**config.mk**
```make
export PLATFORM = sky130hd
export DESIGN_NAME = seven_segment_scan_blink_core_flat
export DESIGN_NICKNAME = d
export VERILOG_FILES = /design/src/rtl/core/ssb_pkg.sv /design/src/rtl/core/ssb_channels.sv /design/src/rtl/core/ssb_apb_regs.sv /design/src/rtl/core/ssb_scan_ctrl.sv /design/src/rtl/core/ssb_seg_decode.sv /design/src/rtl/core/seven_segment_scan_blink_core.sv /design/src/flat_wrapper.sv
export VERILOG_INCLUDE_DIRS = /design/src /design/src/rtl/core
export SDC_FILE = /design/constraint.sdc
export NUM_CORES = 1
export LEC_CHECK = 0
export BUFFER_PORTS_ARGS = -buffer_cell sky130_fd_sc_hd__buf_2
export CAP_MARGIN = 10
export CORE_ASPECT_RATIO = 0.75
export CORE_MARGIN = 4
export CORE_UTILIZATION = 45
export CTS_CLUSTER_DIAMETER = 40
export DETAILED_ROUTE_END_ITERATION = 12
export PLACE_DENSITY = 0.7
export REMOVE_ABC_BUFFERS = 1
export SETUP_SLACK_MARGIN = 0.4
export SYNTH_ARGS = -nofsm -noshare
export SYNTH_HDL_FRONTEND = slang
export SYNTH_SLANG_ARGS = --single-unit
export TNS_END_PERCENT = 50
```
**constraint.sdc**
```tcl
create_clock -name clk -period 12.2 [get_ports clk]
set_input_delay 0.61 -clock clk [delete_from_list [all_inputs] [get_ports clk]]
set_output_delay 0.61 -clock clk [all_outputs]
set_load 0.05 [all_outputs]
```
**src/rtl/core/seven_segment_scan_blink_core_macros.svh**
```systemverilog
// Assertion macros for the seven-segment scan core.
// Used by the top level; expects clk and rst_n in the scope of the use.
`ifndef SEVEN_SEGMENT_SCAN_BLINK_CORE_MACROS_SVH
`define SEVEN_SEGMENT_SCAN_BLINK_CORE_MACROS_SVH

// Consequent must hold in the same cycle as the antecedent.
`define SSB_ASSERT_NOW(lbl, ante, cons, msg) \
    lbl: assert property (@(posedge clk) disable iff (!rst_n) (ante) |-> (cons)) \
        else $error(msg);

// Consequent must hold in the cycle after the antecedent.
`define SSB_ASSERT_NEXT(lbl, ante, cons, msg) \
    lbl: assert property (@(posedge clk) disable iff (!rst_n) (ante) |=> (cons)) \
        else $error(msg);

`endif

```
**src/rtl/core/ssb_pkg.sv**
```systemverilog
// Shared types, constants and the segment font for the seven-segment scan core.
// No dependencies; every other file but the assertion macros header imports this package.
package ssb_pkg;

    localparam logic [4:0] POS_FIRST = 5'd1;
    localparam logic [4:0] POS_LAST  = 5'd22;

    localparam logic [7:0] BLINK_PERIOD_RST = 8'd200;
    localparam logic [7:0] BLINK_OFF_RST    = 8'd70;

    localparam logic [7:0] SEG_DARK    = 8'h00;
    localparam logic [7:0] SEG_LETTER_C = 8'h39;
    localparam logic [7:0] SEG_LETTER_T = 8'h78;
    localparam logic [7:0] SEG_LETTER_N = 8'h37;

    localparam logic [2:0] WEEKDAY_SUNDAY = 3'd1;

    typedef enum logic [0:0] {
        REG_BLINK_PERIOD = 1'b0,
        REG_BLINK_OFF    = 1'b1
    } ssb_reg_t;

    typedef enum logic [3:0] {
        EDIT_NONE    = 4'd0,
        EDIT_DAY     = 4'd1,
        EDIT_MONTH   = 4'd2,
        EDIT_YEAR    = 4'd3,
        EDIT_WEEKDAY = 4'd4,
        EDIT_HOUR    = 4'd5,
        EDIT_MINUTE  = 4'd6,
        EDIT_SECOND  = 4'd7
    } ssb_edit_t;

    typedef struct packed {
        logic [4:0] solar_day;
        logic [3:0] solar_month;
        logic [6:0] solar_year;
        logic [4:0] lunar_day;
        logic [3:0] lunar_month;
        logic [6:0] lunar_year;
        logic [2:0] weekday;
        logic [6:0] temperature;
        logic [4:0] hours;
        logic [5:0] minutes;
        logic [5:0] seconds;
        logic [3:0] edit_field;
    } ssb_in_t;

    typedef struct packed {
        logic [7:0] segments;
        logic [4:0] digit_index;
        logic       frame_start;
    } ssb_out_t;

    typedef struct packed {
        logic [7:0] blink_period;
        logic [7:0] blink_off_count;
    } ssb_cfg_t;

    // Word held between the counter stage and the decode stage.
    typedef struct packed {
        ssb_in_t    item;
        logic [4:0] pos;
        logic       frame;
        logic [7:0] blink;
    } ssb_scan_t;

    // Common-cathode font, bit 0 is segment a. Codes above nine are dark.
    function automatic logic [7:0] glyph(input logic [3:0] d);
        logic [7:0] seg;
        case (d)
            4'd0:    seg = 8'h3f;
            4'd1:    seg = 8'h06;
            4'd2:    seg = 8'h5b;
            4'd3:    seg = 8'h4f;
            4'd4:    seg = 8'h66;
            4'd5:    seg = 8'h6d;
            4'd6:    seg = 8'h7d;
            4'd7:    seg = 8'h07;
            4'd8:    seg = 8'h7f;
            4'd9:    seg = 8'h6f;
            default: seg = SEG_DARK;
        endcase
        return seg;
    endfunction

endpackage

```
**src/rtl/core/ssb_channels.sv**
```systemverilog
// Valid/ready channel interfaces for input words and result words.
// Depends on ssb_pkg for the payload types.
interface ssb_in_if;
    import ssb_pkg::*;
    logic    valid;
    logic    ready;
    ssb_in_t data;
    modport source (output valid, output data, input ready);
    modport sink (input valid, input data, output ready);
endinterface

interface ssb_out_if;
    import ssb_pkg::*;
    logic     valid;
    logic     ready;
    ssb_out_t data;
    modport source (output valid, output data, input ready);
    modport sink (input valid, input data, output ready);
endinterface

```
**src/rtl/core/ssb_apb_regs.sv**
```systemverilog
// APB-style register file holding the blink period and blink-off threshold.
// Depends on ssb_pkg.
module ssb_apb_regs (
    input  logic             clk,
    input  logic             rst_n,
    input  logic             psel,
    input  logic             penable,
    input  logic             pwrite,
    input  logic [2:0]       paddr,
    input  logic [31:0]      pwdata,
    output logic [31:0]      prdata,
    output logic             pready,
    output ssb_pkg::ssb_cfg_t cfg
);
    import ssb_pkg::*;

    logic [7:0] period_reg;
    logic [7:0] off_reg;
    logic       wr_en;
    ssb_reg_t   sel;

    assign pready = 1'b1;
    assign wr_en  = psel && penable && pwrite;
    assign sel    = ssb_reg_t'(paddr[2]);

    always_ff @(posedge clk or negedge rst_n)
    begin
        if (!rst_n)
        begin
            period_reg <= BLINK_PERIOD_RST;
            off_reg    <= BLINK_OFF_RST;
        end
        else if (wr_en)
        begin
            case (sel)
                REG_BLINK_PERIOD: period_reg <= pwdata[7:0];
                REG_BLINK_OFF:    off_reg    <= pwdata[7:0];
                default:          ;
            endcase
        end
    end

    always_comb
    begin
        case (sel)
            REG_BLINK_PERIOD: prdata = {24'd0, period_reg};
            REG_BLINK_OFF:    prdata = {24'd0, off_reg};
            default:          prdata = 32'd0;
        endcase
    end

    assign cfg.blink_period    = period_reg;
    assign cfg.blink_off_count = off_reg;

endmodule

```
**src/rtl/core/ssb_scan_ctrl.sv**
```systemverilog
// Input register stage: steps the digit and blink counters on each accepted word.
// Depends on ssb_pkg and ssb_channels.
module ssb_scan_ctrl (
    input  logic               clk,
    input  logic               rst_n,
    ssb_in_if.sink             in_ch,
    input  ssb_pkg::ssb_cfg_t  cfg,
    input  logic               stage_ready,
    output logic               stage_valid,
    output ssb_pkg::ssb_scan_t stage
);
    import ssb_pkg::*;

    logic [4:0] digit_reg;
    logic [4:0] digit_next;
    logic [7:0] blink_reg;
    logic [7:0] blink_next;
    logic [8:0] blink_inc;
    logic       wrap;
    logic       accept;
    logic       valid_reg;
    logic       valid_next;
    ssb_scan_t  stage_reg;

    assign in_ch.ready = !valid_reg || stage_ready;
    assign accept      = in_ch.valid && in_ch.ready;

    always_comb
    begin
        wrap       = (digit_reg >= POS_LAST);
        digit_next = wrap ? POS_FIRST : digit_reg + 5'd1;
        // A period at or below the incremented count sends the counter back to zero.
        blink_inc  = {1'b0, blink_reg} + 9'd1;
        blink_next = (blink_inc >= {1'b0, cfg.blink_period}) ? 8'd0 : blink_inc[7:0];
        valid_next = accept || (valid_reg && !stage_ready);
    end

    always_ff @(posedge clk or negedge rst_n)
    begin
        if (!rst_n)
        begin
            digit_reg <= 5'd0;
            blink_reg <= 8'd0;
            valid_reg <= 1'b0;
        end
        else
        begin
            valid_reg <= valid_next;
            if (accept)
            begin
                digit_reg <= digit_next;
                blink_reg <= blink_next;
            end
        end
    end

    always_ff @(posedge clk)
    begin
        if (accept)
        begin
            stage_reg.item  <= in_ch.data;
            stage_reg.pos   <= digit_next;
            stage_reg.frame <= wrap;
            stage_reg.blink <= blink_next;
        end
    end

    assign stage_valid = valid_reg;
    assign stage       = stage_reg;

endmodule

```
**src/rtl/core/ssb_seg_decode.sv**
```systemverilog
// Result stage: picks the value for the current position, splits it into
// digits, applies blanking and blinking, and registers the segment word.
// Depends on ssb_pkg and ssb_channels.
module ssb_seg_decode (
    input  logic               clk,
    input  logic               rst_n,
    input  logic               stage_valid,
    input  ssb_pkg::ssb_scan_t stage,
    input  ssb_pkg::ssb_cfg_t  cfg,
    output logic               stage_ready,
    ssb_out_if.source          out_ch
);
    import ssb_pkg::*;

    logic [6:0]  val;
    logic        blank_zero;
    logic        is_wday;
    logic        pos_ok;
    ssb_edit_t   grp;
    logic [14:0] prod;
    logic [3:0]  tens;
    logic [6:0]  units;
    logic [7:0]  tens_seg;
    logic [7:0]  units_seg;
    logic        dark;
    logic        sunday;
    logic [7:0]  seg;
    logic        load;
    logic        out_valid_reg;
    ssb_out_t    out_data_reg;

    always_comb
    begin
        val        = 7'd0;
        blank_zero = 1'b0;
        is_wday    = 1'b0;
        pos_ok     = 1'b1;
        grp        = EDIT_NONE;
        case (stage.pos)
            5'd1, 5'd2:
            begin
                val        = {2'd0, stage.item.solar_day};
                blank_zero = 1'b1;
                grp        = EDIT_DAY;
            end
            5'd3, 5'd4:
            begin
                val        = {3'd0, stage.item.solar_month};
                blank_zero = 1'b1;
                grp        = EDIT_MONTH;
            end
            5'd5, 5'd6:
            begin
                val = stage.item.solar_year;
                grp = EDIT_YEAR;
            end
            5'd7, 5'd8:
            begin
                val        = {2'd0, stage.item.lunar_day};
                blank_zero = 1'b1;
            end
            5'd9, 5'd10:
            begin
                val        = {3'd0, stage.item.lunar_month};
                blank_zero = 1'b1;
            end
            5'd11, 5'd12:
            begin
                val = stage.item.lunar_year;
            end
            5'd13, 5'd14:
            begin
                val     = {4'd0, stage.item.weekday};
                is_wday = 1'b1;
                grp     = EDIT_WEEKDAY;
            end
            5'd15, 5'd16:
            begin
                val        = stage.item.temperature;
                blank_zero = 1'b1;
            end
            5'd17, 5'd18:
            begin
                val = {2'd0, stage.item.hours};
                grp = EDIT_HOUR;
            end
            5'd19, 5'd20:
            begin
                val = {1'd0, stage.item.minutes};
                grp = EDIT_MINUTE;
            end
            5'd21, 5'd22:
            begin
                val = {1'd0, stage.item.seconds};
                grp = EDIT_SECOND;
            end
            default:
            begin
                pos_ok = 1'b0;
            end
        endcase
    end

    always_comb
    begin
        // Divide by ten as multiply by 205 and shift by 11, exact below 1029.
        prod      = {8'd0, val} * 15'd205;
        tens      = prod[14:11];
        units     = val - ({3'd0, tens} * 7'd10);
        tens_seg  = (blank_zero && (val < 7'd10)) ? SEG_DARK : glyph(tens);
        units_seg = glyph(units[3:0]);
        sunday    = (stage.item.weekday == WEEKDAY_SUNDAY);
        dark      = (grp != EDIT_NONE) && (stage.item.edit_field == grp)
                    && (stage.blink <= cfg.blink_off_count);

        // Odd positions carry the tens digit of their pair.
        if (!pos_ok || dark)
            seg = SEG_DARK;
        else if (is_wday)
            seg = stage.pos[0] ? (sunday ? SEG_LETTER_C : SEG_LETTER_T)
                               : (sunday ? SEG_LETTER_N : units_seg);
        else
            seg = stage.pos[0] ? tens_seg : units_seg;
    end

    assign stage_ready = !out_valid_reg || out_ch.ready;
    assign load        = stage_valid && stage_ready;

    always_ff @(posedge clk or negedge rst_n)
    begin
        if (!rst_n)
            out_valid_reg <= 1'b0;
        else if (stage_ready)
            out_valid_reg <= stage_valid;
    end

    always_ff @(posedge clk)
    begin
        if (load)
        begin
            out_data_reg.segments    <= seg;
            out_data_reg.digit_index <= stage.pos;
            out_data_reg.frame_start <= stage.frame;
        end
    end

    assign out_ch.valid = out_valid_reg;
    assign out_ch.data  = out_data_reg;

endmodule

```
**src/rtl/core/seven_segment_scan_blink_core.sv**
```systemverilog
// Top level of the multiplexed seven-segment scan core with edit blinking.
// Depends on ssb_pkg, ssb_channels, ssb_apb_regs, ssb_scan_ctrl, ssb_seg_decode
// and the assertion macros header.
//
//   channel  | role   | word
//   ---------+--------+-----------------------------------------------
//   in_ch    | sink   | display values and edit group, one scan tick
//   out_ch   | source | segment byte, digit position, frame start
//   APB      | slave  | blink_period at 0x0, blink_off_count at 0x4
//
// From acceptance a word passes through the counter register stage, then the decode
// and result register. One word is accepted per cycle unless a stalled result backs up.
// Each stage has its own valid bit, so a stalled result holds only its own
// register and the input stays ready while the counter stage is free.
// Reset clears the counters and valid bits and restores the register defaults.
module seven_segment_scan_blink_core (
    input  logic        clk,
    input  logic        rst_n,
    ssb_in_if.sink      in_ch,
    ssb_out_if.source   out_ch,
    input  logic        psel,
    input  logic        penable,
    input  logic        pwrite,
    input  logic [2:0]  paddr,
    input  logic [31:0] pwdata,
    output logic [31:0] prdata,
    output logic        pready
);
    import ssb_pkg::*;
    `include "seven_segment_scan_blink_core_macros.svh"

    ssb_cfg_t  cfg;
    ssb_scan_t stage;
    logic      stage_valid;
    logic      stage_ready;

    ssb_apb_regs u_regs (
        .clk     (clk),
        .rst_n   (rst_n),
        .psel    (psel),
        .penable (penable),
        .pwrite  (pwrite),
        .paddr   (paddr),
        .pwdata  (pwdata),
        .prdata  (prdata),
        .pready  (pready),
        .cfg     (cfg)
    );

    ssb_scan_ctrl u_scan (
        .clk         (clk),
        .rst_n       (rst_n),
        .in_ch       (in_ch),
        .cfg         (cfg),
        .stage_ready (stage_ready),
        .stage_valid (stage_valid),
        .stage       (stage)
    );

    ssb_seg_decode u_decode (
        .clk         (clk),
        .rst_n       (rst_n),
        .stage_valid (stage_valid),
        .stage       (stage),
        .cfg         (cfg),
        .stage_ready (stage_ready),
        .out_ch      (out_ch)
    );

    `SSB_ASSERT_NOW(a_index_range, out_ch.valid, (out_ch.data.digit_index >= POS_FIRST) && (out_ch.data.digit_index <= POS_LAST), "digit index out of range")
    `SSB_ASSERT_NOW(a_frame_first, out_ch.valid && out_ch.data.frame_start, out_ch.data.digit_index == POS_FIRST, "frame start away from first digit")
    `SSB_ASSERT_NOW(a_backpressure, !in_ch.ready, out_ch.valid && stage_valid, "input stalled with an empty stage")
    `SSB_ASSERT_NEXT(a_accept_fills, in_ch.valid && in_ch.ready, stage_valid, "accepted word not held in counter stage")

endmodule
```
**src/flat_wrapper.sv**
```systemverilog
// flat-port wrapper written by rule: the top's interface ports become plain ports
module seven_segment_scan_blink_core_flat import ssb_pkg::*;
  (clk, rst_n, psel, penable, pwrite, paddr, pwdata, prdata, pready, in_ch_valid, in_ch_data, in_ch_ready, out_ch_valid, out_ch_data, out_ch_ready);
  ssb_in_if in_ch_i ();
  ssb_out_if out_ch_i ();
  input  logic clk;
  input  logic rst_n;
  input  logic psel;
  input  logic penable;
  input  logic pwrite;
  input  logic [2:0] paddr;
  input  logic [31:0] pwdata;
  output logic [31:0] prdata;
  output logic pready;
  input wire logic [$bits(in_ch_i.valid)-1:0] in_ch_valid;
  input wire logic [$bits(in_ch_i.data)-1:0] in_ch_data;
  output wire logic [$bits(in_ch_i.ready)-1:0] in_ch_ready;
  output wire logic [$bits(out_ch_i.valid)-1:0] out_ch_valid;
  output wire logic [$bits(out_ch_i.data)-1:0] out_ch_data;
  input wire logic [$bits(out_ch_i.ready)-1:0] out_ch_ready;
  assign in_ch_i.valid = in_ch_valid;
  assign in_ch_i.data = in_ch_data;
  assign in_ch_ready = in_ch_i.ready;
  assign out_ch_valid = out_ch_i.valid;
  assign out_ch_data = out_ch_i.data;
  assign out_ch_i.ready = out_ch_ready;
  seven_segment_scan_blink_core u_core (.clk(clk), .rst_n(rst_n), .in_ch(in_ch_i), .out_ch(out_ch_i), .psel(psel), .penable(penable), .pwrite(pwrite), .paddr(paddr), .pwdata(pwdata), .prdata(prdata), .pready(pready));
endmodule
```
# Yosys cells after proc, flatten, opt, wreduce, memory -nomap -nowiden
# Memories as Yosys holds them, arrays and structs flattened.
# Index checks and enable logic that the tools add are counted.
dict set report word_totals {
  memories 2
  wordCells 106
  romBits 224
  input_bits 105
  latch_bits 0
  out_inout_bits 49
  ram_bits 0
  reg_bits 122
}
dict set report op_classes {
  shift 0
  n_bitwise 1
  mux 14
  n_div 0
  add_sub_neg 3
  reduce_logical 32
  mul 2
  eq_ne 24
  n_lt_le_gt_ge 4
}
# memory words width read_ports rd_ports_with_merged_regs write_ports line_no
set mem_list {}
lappend mem_list {{(name not given)} 16 7 1 0 0 ssb_pkg.sv:71} ;# case (d)
lappend mem_list {{(name not given)} 16 7 1 0 0 ssb_pkg.sv:71}
# operator count
set ops {}
lappend ops {{7-bit one-hot mux with 11 select lines} 1}
lappend ops {{32-bit one-hot mux with 2 select lines} 1}
lappend ops {{8-bit two-way mux} 6}
lappend ops {{5-bit by 4-bit equality test with 1-bit output (second input constant)} 8}
lappend ops {{5-bit equality test (second input constant)} 7}
lappend ops {{2-bit OR reduction} 11}
lappend ops {{22-bit OR reduction} 1}
lappend ops {{3-bit one-hot mux with 7 select lines} 1}
lappend ops {{5-bit by 3-bit equality test with 1-bit output (second input constant)} 4}
lappend ops {{7-bit by 8-bit multiplier with 15-bit output (second input constant)} 1}
lappend ops {{5-bit by 2-bit equality test with 1-bit output (second input constant)} 2}
lappend ops {{10-bit OR reduction} 1}
lappend ops {{8-bit by 1-bit adder with 9-bit output (second input constant)} 1}
lappend ops {{9-bit by 8-bit >= comparator with 1-bit output} 1}
lappend ops {{8-bit <= comparator} 1}
lappend ops {{1-bit logical AND} 8}
lappend ops {{7-bit by 4-bit less-than comparator with 1-bit output (second input constant)} 1}
lappend ops {{7-bit two-way mux} 1}
lappend ops {{5-bit by 1-bit adder with 5-bit output (second input constant)} 1}
lappend ops {{5-bit by 1-bit equality test with 1-bit output (second input constant)} 1}
lappend ops {{5-bit >= comparator (second input constant)} 1}
lappend ops {{5-bit two-way mux} 1}
lappend ops {{4-bit equality test} 1}
lappend ops {{1-bit zero test} 4}
lappend ops {{other kinds (8)} 14}

# Logic depth before layout (Yosys ltp)
# An unclocked memory read counts as a cell.
dict set report logic_depth {
  ltp_word 10
  mapped_depth 32
  mapped_depth_nobuf 28
}

# Modules after synthesis
# A second synthesis with hierarchy kept.
dict set report unflattened {
  cells_unflattened 687
  hier_area_um2 7719.9
}
# mod instances area_each_um2 seq_area_each_um2 cells_per_inst
set by_module_without_submodules {}
lappend by_module_without_submodules {ssb_scan_ctrl 1 3442.1 2662.6 203}
lappend by_module_without_submodules {ssb_seg_decode 1 3348.2 415.4 414}
lappend by_module_without_submodules {ssb_apb_regs 1 929.6 407.9 70}

# Worst setup path after synthesis
# Ideal clock, no wire load.
dict set report synth_path {
  kind {flip-flop to flip-flop}
  from {register u_core.u_scan.stage_reg (netlist bit u_core.u_scan.stage[11])}
  to {register u_core.u_decode.out_data_reg (netlist bit u_core.u_decode.out_ch.data[12]), data pin}
  slack_ns 5.384
  setup_ns 0.260
  n_path_buf 3
  required_ns 11.940
  arrival_ns 6.556
  path_stages_with_launch 29
  synth_period_minus_slack_ns 6.816
  path_cell_list {edfxtp_1 > buf_4 > clkbuf_1 > mux4_2 > and2_1 > o21ai_0 > nand4_1 > ha_1 > fa_1 > inv_1 > fa_1 > inv_1 > ha_1 > ha_1 > a41oi_1 > o221ai_2 > a21oi_1 > mux2i_1 > o21ai_0 > nor3_2 > inv_1 > fa_1 > xor2_1 > xnor3_1 > xnor2_2 > buf_6 > xnor2_1 > a211oi_1 > nor3_2}
}
dict set report synth_via {
  elab_chain_cells 10
  word_cells_on_any_way 58
  classes_between {1 x add/sub; 2 x mul; 1 x order compare; 23 x eq/ne; 10 x mux; 19 x reduce/logical; 2 x memory}
}
# item line_no
set synth_rtl {}
lappend synth_rtl {{start: declaration} ssb_scan_ctrl.sv:23} ;# ssb_scan_t stage_reg;
lappend synth_rtl {{5-bit equality test (tied with other cells)} ssb_seg_decode.sv:39} ;# case (stage.pos)
lappend synth_rtl {{2-bit OR reduction, on equally long branches} n/a}
lappend synth_rtl {{7-bit one-hot mux with 11 select lines} ssb_seg_decode.sv:39}
lappend synth_rtl {{7-bit by 8-bit multiplier with 15-bit output} ssb_seg_decode.sv:107} ;# prod = {8'd0, val} * 15'd205;
lappend synth_rtl {{4-bit by 3-bit multiplier with 3-bit output} ssb_seg_decode.sv:109} ;# units = val - ({3'd0, tens} * 7'd10);
lappend synth_rtl {{4-bit subtractor} ssb_seg_decode.sv:109}
lappend synth_rtl {{memory 16 x 7 bit} n/a}
lappend synth_rtl {{8-bit two-way mux} ssb_seg_decode.sv:121} ;# : (sunday ? SEG_LETTER_N : units_seg);
lappend synth_rtl {{8-bit two-way mux} ssb_seg_decode.sv:120} ;# seg = stage.pos[0] ? (sunday ? SEG_LETTER_C : SEG_LETTER_T)
lappend synth_rtl {{8-bit two-way mux} ssb_seg_decode.sv:119} ;# else if (is_wday)
lappend synth_rtl {{end: declaration} ssb_seg_decode.sv:30} ;# ssb_out_t out_data_reg;
# Several ways; a longest one is shown, not always the timed one.
# A chain may end at the register's enable or synchronous reset.

# Worst setup path in the final report
dict set report layout_path {
  from {register u_core.u_scan.stage_reg (netlist bit u_core.u_scan.stage[13])}
  to {register u_core.u_decode.out_data_reg (netlist bit u_core.u_decode.out_ch.data[12]), data pin}
}
# Same word-level chain as after synthesis.

==> results.md <==
- Hold_buf cts: 0
- Routed vias/inst: 5.24
- CTS buffer count: 17
- Slew HR: 30.6%
- Initial antenna violation count: 0
- Share of layout cells above drive strength 1: 25.1%
- Max cap viols: 0
- H-Tree Depth: 4
- First-pass GRT wire length: 25,300 um
- Setup CP Type: flop to flop
- Final wirelength: 15,500 um
- DRT antenna net count: 0
- Fill cells: 1,423
- Async S/R FF share, synth: 25.6%
- Post_cts resized: 0
- Pin count of the biggest net entering global routing: 64
- Core area: 0.0161 sq mm
- Postcts setup bufs: 0
- Synth Area per Inst: 11.4 sq um
- Wire per inst: 15.8 um
- Initial drt markers: 376
- Outcome: completed
- Port Buffer Count: 101
- Worst-skew pair later-pin latency: 420 ps
- Type of the worst min-delay path: primary input to async pin
- RSZ-0062 raised after global routing: no
- Max reg flops: 77
- Sink Count: 121
- Placed insts: 950
- CP Max Fanout: 21
- Skew final: 9.89 ps
- Post-route clock period utilization: 68.1%
- DRC viols: 0
- Post-synth EDFFs: 90
- Total GRT Usage: 17.2%
- Max Freq: 120 MHz
- Gr ovfl total: 0
- PwrDens: 322 mW/mm^2
- Clock slew at reported path FFs: 60 ps
- Area delta synth->final: 15.8%
- Clk root buf: clkbuf_16
- Die Span Y: 119 um
- Die X: 156 um
- Sequential share of the synthesized area: 46.9%
- Row cnt: 40
- CP arrival: 8460 ps
- Worst-margin pin slew: 1040 ps
- Initial core utilization: 46.1%
- Cells after Synth: 654
- VDD IR-drop max: 225 uV
- HPWL Detailed: 11,500 um
- CP startpoint kind: flop
- Min Tclk post-route: 8310 ps
- DR pass1 iterations: 5
- Vias in the first global route: 5,068
- Io pins: 154
- Cell taking the most area after synthesis: edfxtp_1
- FF+latch count, synth: 121
- Setup TNS: 0 ps
- Nature of the critical path endpoint: flop
- Synth warnings: 0
- Slew Viols, Final: 0
- Final Non-Filler Cells: 982
- Vias: 5,150
- WHS: 256 ps
- Final setup violation count: 0
- Synth top area cells: edfxtp_1 (36%), ha_1 (11%), dfrtp_1 (8.4%)
- Leak pwr: 3.87 nW
- GPL Wtd Cong: 0.876
- Required @ worst endpoint: 12,360 ps
- Total die area: 0.0187 sq mm
- Post-synth top area share: 36.3%
- CTS tree: built
- Final hold violation count: 0
- Cell variety after synth: 79
- Nets: 938
- Commonest register cell after synthesis: edfxtp_1
- Clock Path Buffers: 2
- Final antenna diode count: 0
- Post-Syn Area: 0.00744 sq mm
cell type report:
cell class	count	area (sq um)	area share [%]
inverter	68	258	2.99
multi-input combinational	446	3490	40.5
tap	210	263	3.05
timing repair buffer	105	536	6.22
clock inverter	15	151	1.76
sequential	121	3490	40.5
clock buffer	17	425	4.94
per-layer routing:
layer / track usage, % / vias up / share of wire, %
li1: - / 2513 / -
met3: 4.79 / 17 / 7.1
met5: 0 / - / 0
met4: 4.99 / 0 / 1.2
met2: 23.3 / 173 / 41
met1: 26.6 / 2447 / 51
path summary, 6_finish.rpt:
path                                    startpoint                         endpoint  slack [ps]  cells after the start
setup / recovery           u_core.u_scan.stage[13]  u_core.u_decode.out_ch.data[12]        3890                     27
hold / removal                               rst_n      u_core.u_regs.period_reg[4]         260                      1
setup reg to reg           u_core.u_scan.stage[13]  u_core.u_decode.out_ch.data[12]        3890                     27
hold reg to reg             u_core.u_scan.stage[8]   u_core.u_decode.out_ch.data[0]         440                      0
max in group asynchronous                    rst_n       u_core.u_scan.blink_reg[5]       11480                      1
min in group clk                    in_ch_data[12]          u_core.u_scan.stage[26]         370                      1
stage by stage:
stage	total power (W)	util (%)	area [sq um]	setup slack [ps]
2_1_floorplan	0.00192	-	7230	5090
3_3_place_gp	0.00225	49.8	8030	3970
3_5_place_dp	0.00227	49.8	8030	3890
4_1_cts	0.00278	53.4	8610	3880
5_1_grt	0.00304	53.4	8610	3290
6_report	0.00277	53.4	8610	3890
placed cells by master (no fill, tap or decap), types with 5 or more instances in the layout:
cell type  synthesis  routed
fa_1               9       9
inv_6              0       9
a21oi_1           13      13
dfstp_2            6       6
dfrtp_1           25      25
a21o_1             9       9
inv_1             67      66
and3_1             8       8
nand2b_1          14      14
a31oi_1            5       5
mux2_2            23      23
nand2_1           54      54
clkbuf_16          0      17
buf_2              3     101
o21ai_0           24      23
a211oi_1           5       5
mux2i_1           10      10
nor3_1             5       5
nand4_1            6       6
xor2_1             8       8
nor2_1            42      42
conb_1             2      26
ha_1              65      65
nand3_1           19      19
o31ai_1            8       8
nor2b_1            5       5
and2_1             7       7
edfxtp_1          90      90
xnor2_1            9       9
where the power goes:
part	internal [W]	switching, W
combinational	0.000662	0.00101
clock	0.000288	0.000203
sequential	0.000550	0.0000600
total	0.00150	0.00127
synth_stat cells, types with 6 or more instances:
| master | instances |
|---|---|
| edfxtp_1 | 90 |
| inv_1 | 67 |
| ha_1 | 65 |
| nand2_1 | 54 |
| nor2_1 | 42 |
| buf_4 | 30 |
| dfrtp_1 | 25 |
| o21ai_0 | 24 |
| mux2_2 | 23 |
| nand3_1 | 19 |
| nand2b_1 | 14 |
| a21oi_1 | 13 |
| mux2i_1 | 10 |
| a21o_1 | 9 |
| fa_1 | 9 |
| xnor2_1 | 9 |
| and3_1 | 8 |
| o31ai_1 | 8 |
| xor2_1 | 8 |
| and2_1 | 7 |
| clkbuf_1 | 7 |
| dfstp_2 | 6 |
| nand4_1 | 6 |
worst max-delay path, stage by stage, from the launching register on:
cell and delay [ps]:
edfxtp_1 1040, nand3b_2 320, o2bb2ai_2 170, a32o_1 250, a211oi_1 590, xor2_1 270, inv_1 90, fa_1 510
inv_1 40, ha_1 260, inv_1 50, fa_1 490, inv_1 40, ha_1 300, a41oi_1 270, o221ai_2 190
a21oi_1 270, mux2i_1 200, o21ai_0 120, nor3_2 420, inv_1 200, fa_1 440, xor2_1 200, xnor3_1 280
xnor2_2 480, xnor2_1 120, a211oi_1 380, nor3_2 60
cell families after synthesis:
family | synth area share (%)
AND/OR/NAND/NOR | 12.3
flip-flops | 46.9
buffers and inverters | 7.40
AO/OA/AOI/OAI | 11.5
adder cells (fa/ha/maj) | 13.4
multiplexers | 5.74
XOR/XNOR | 2.74
other | 0.101
Power figures use the tool's default switching activity.
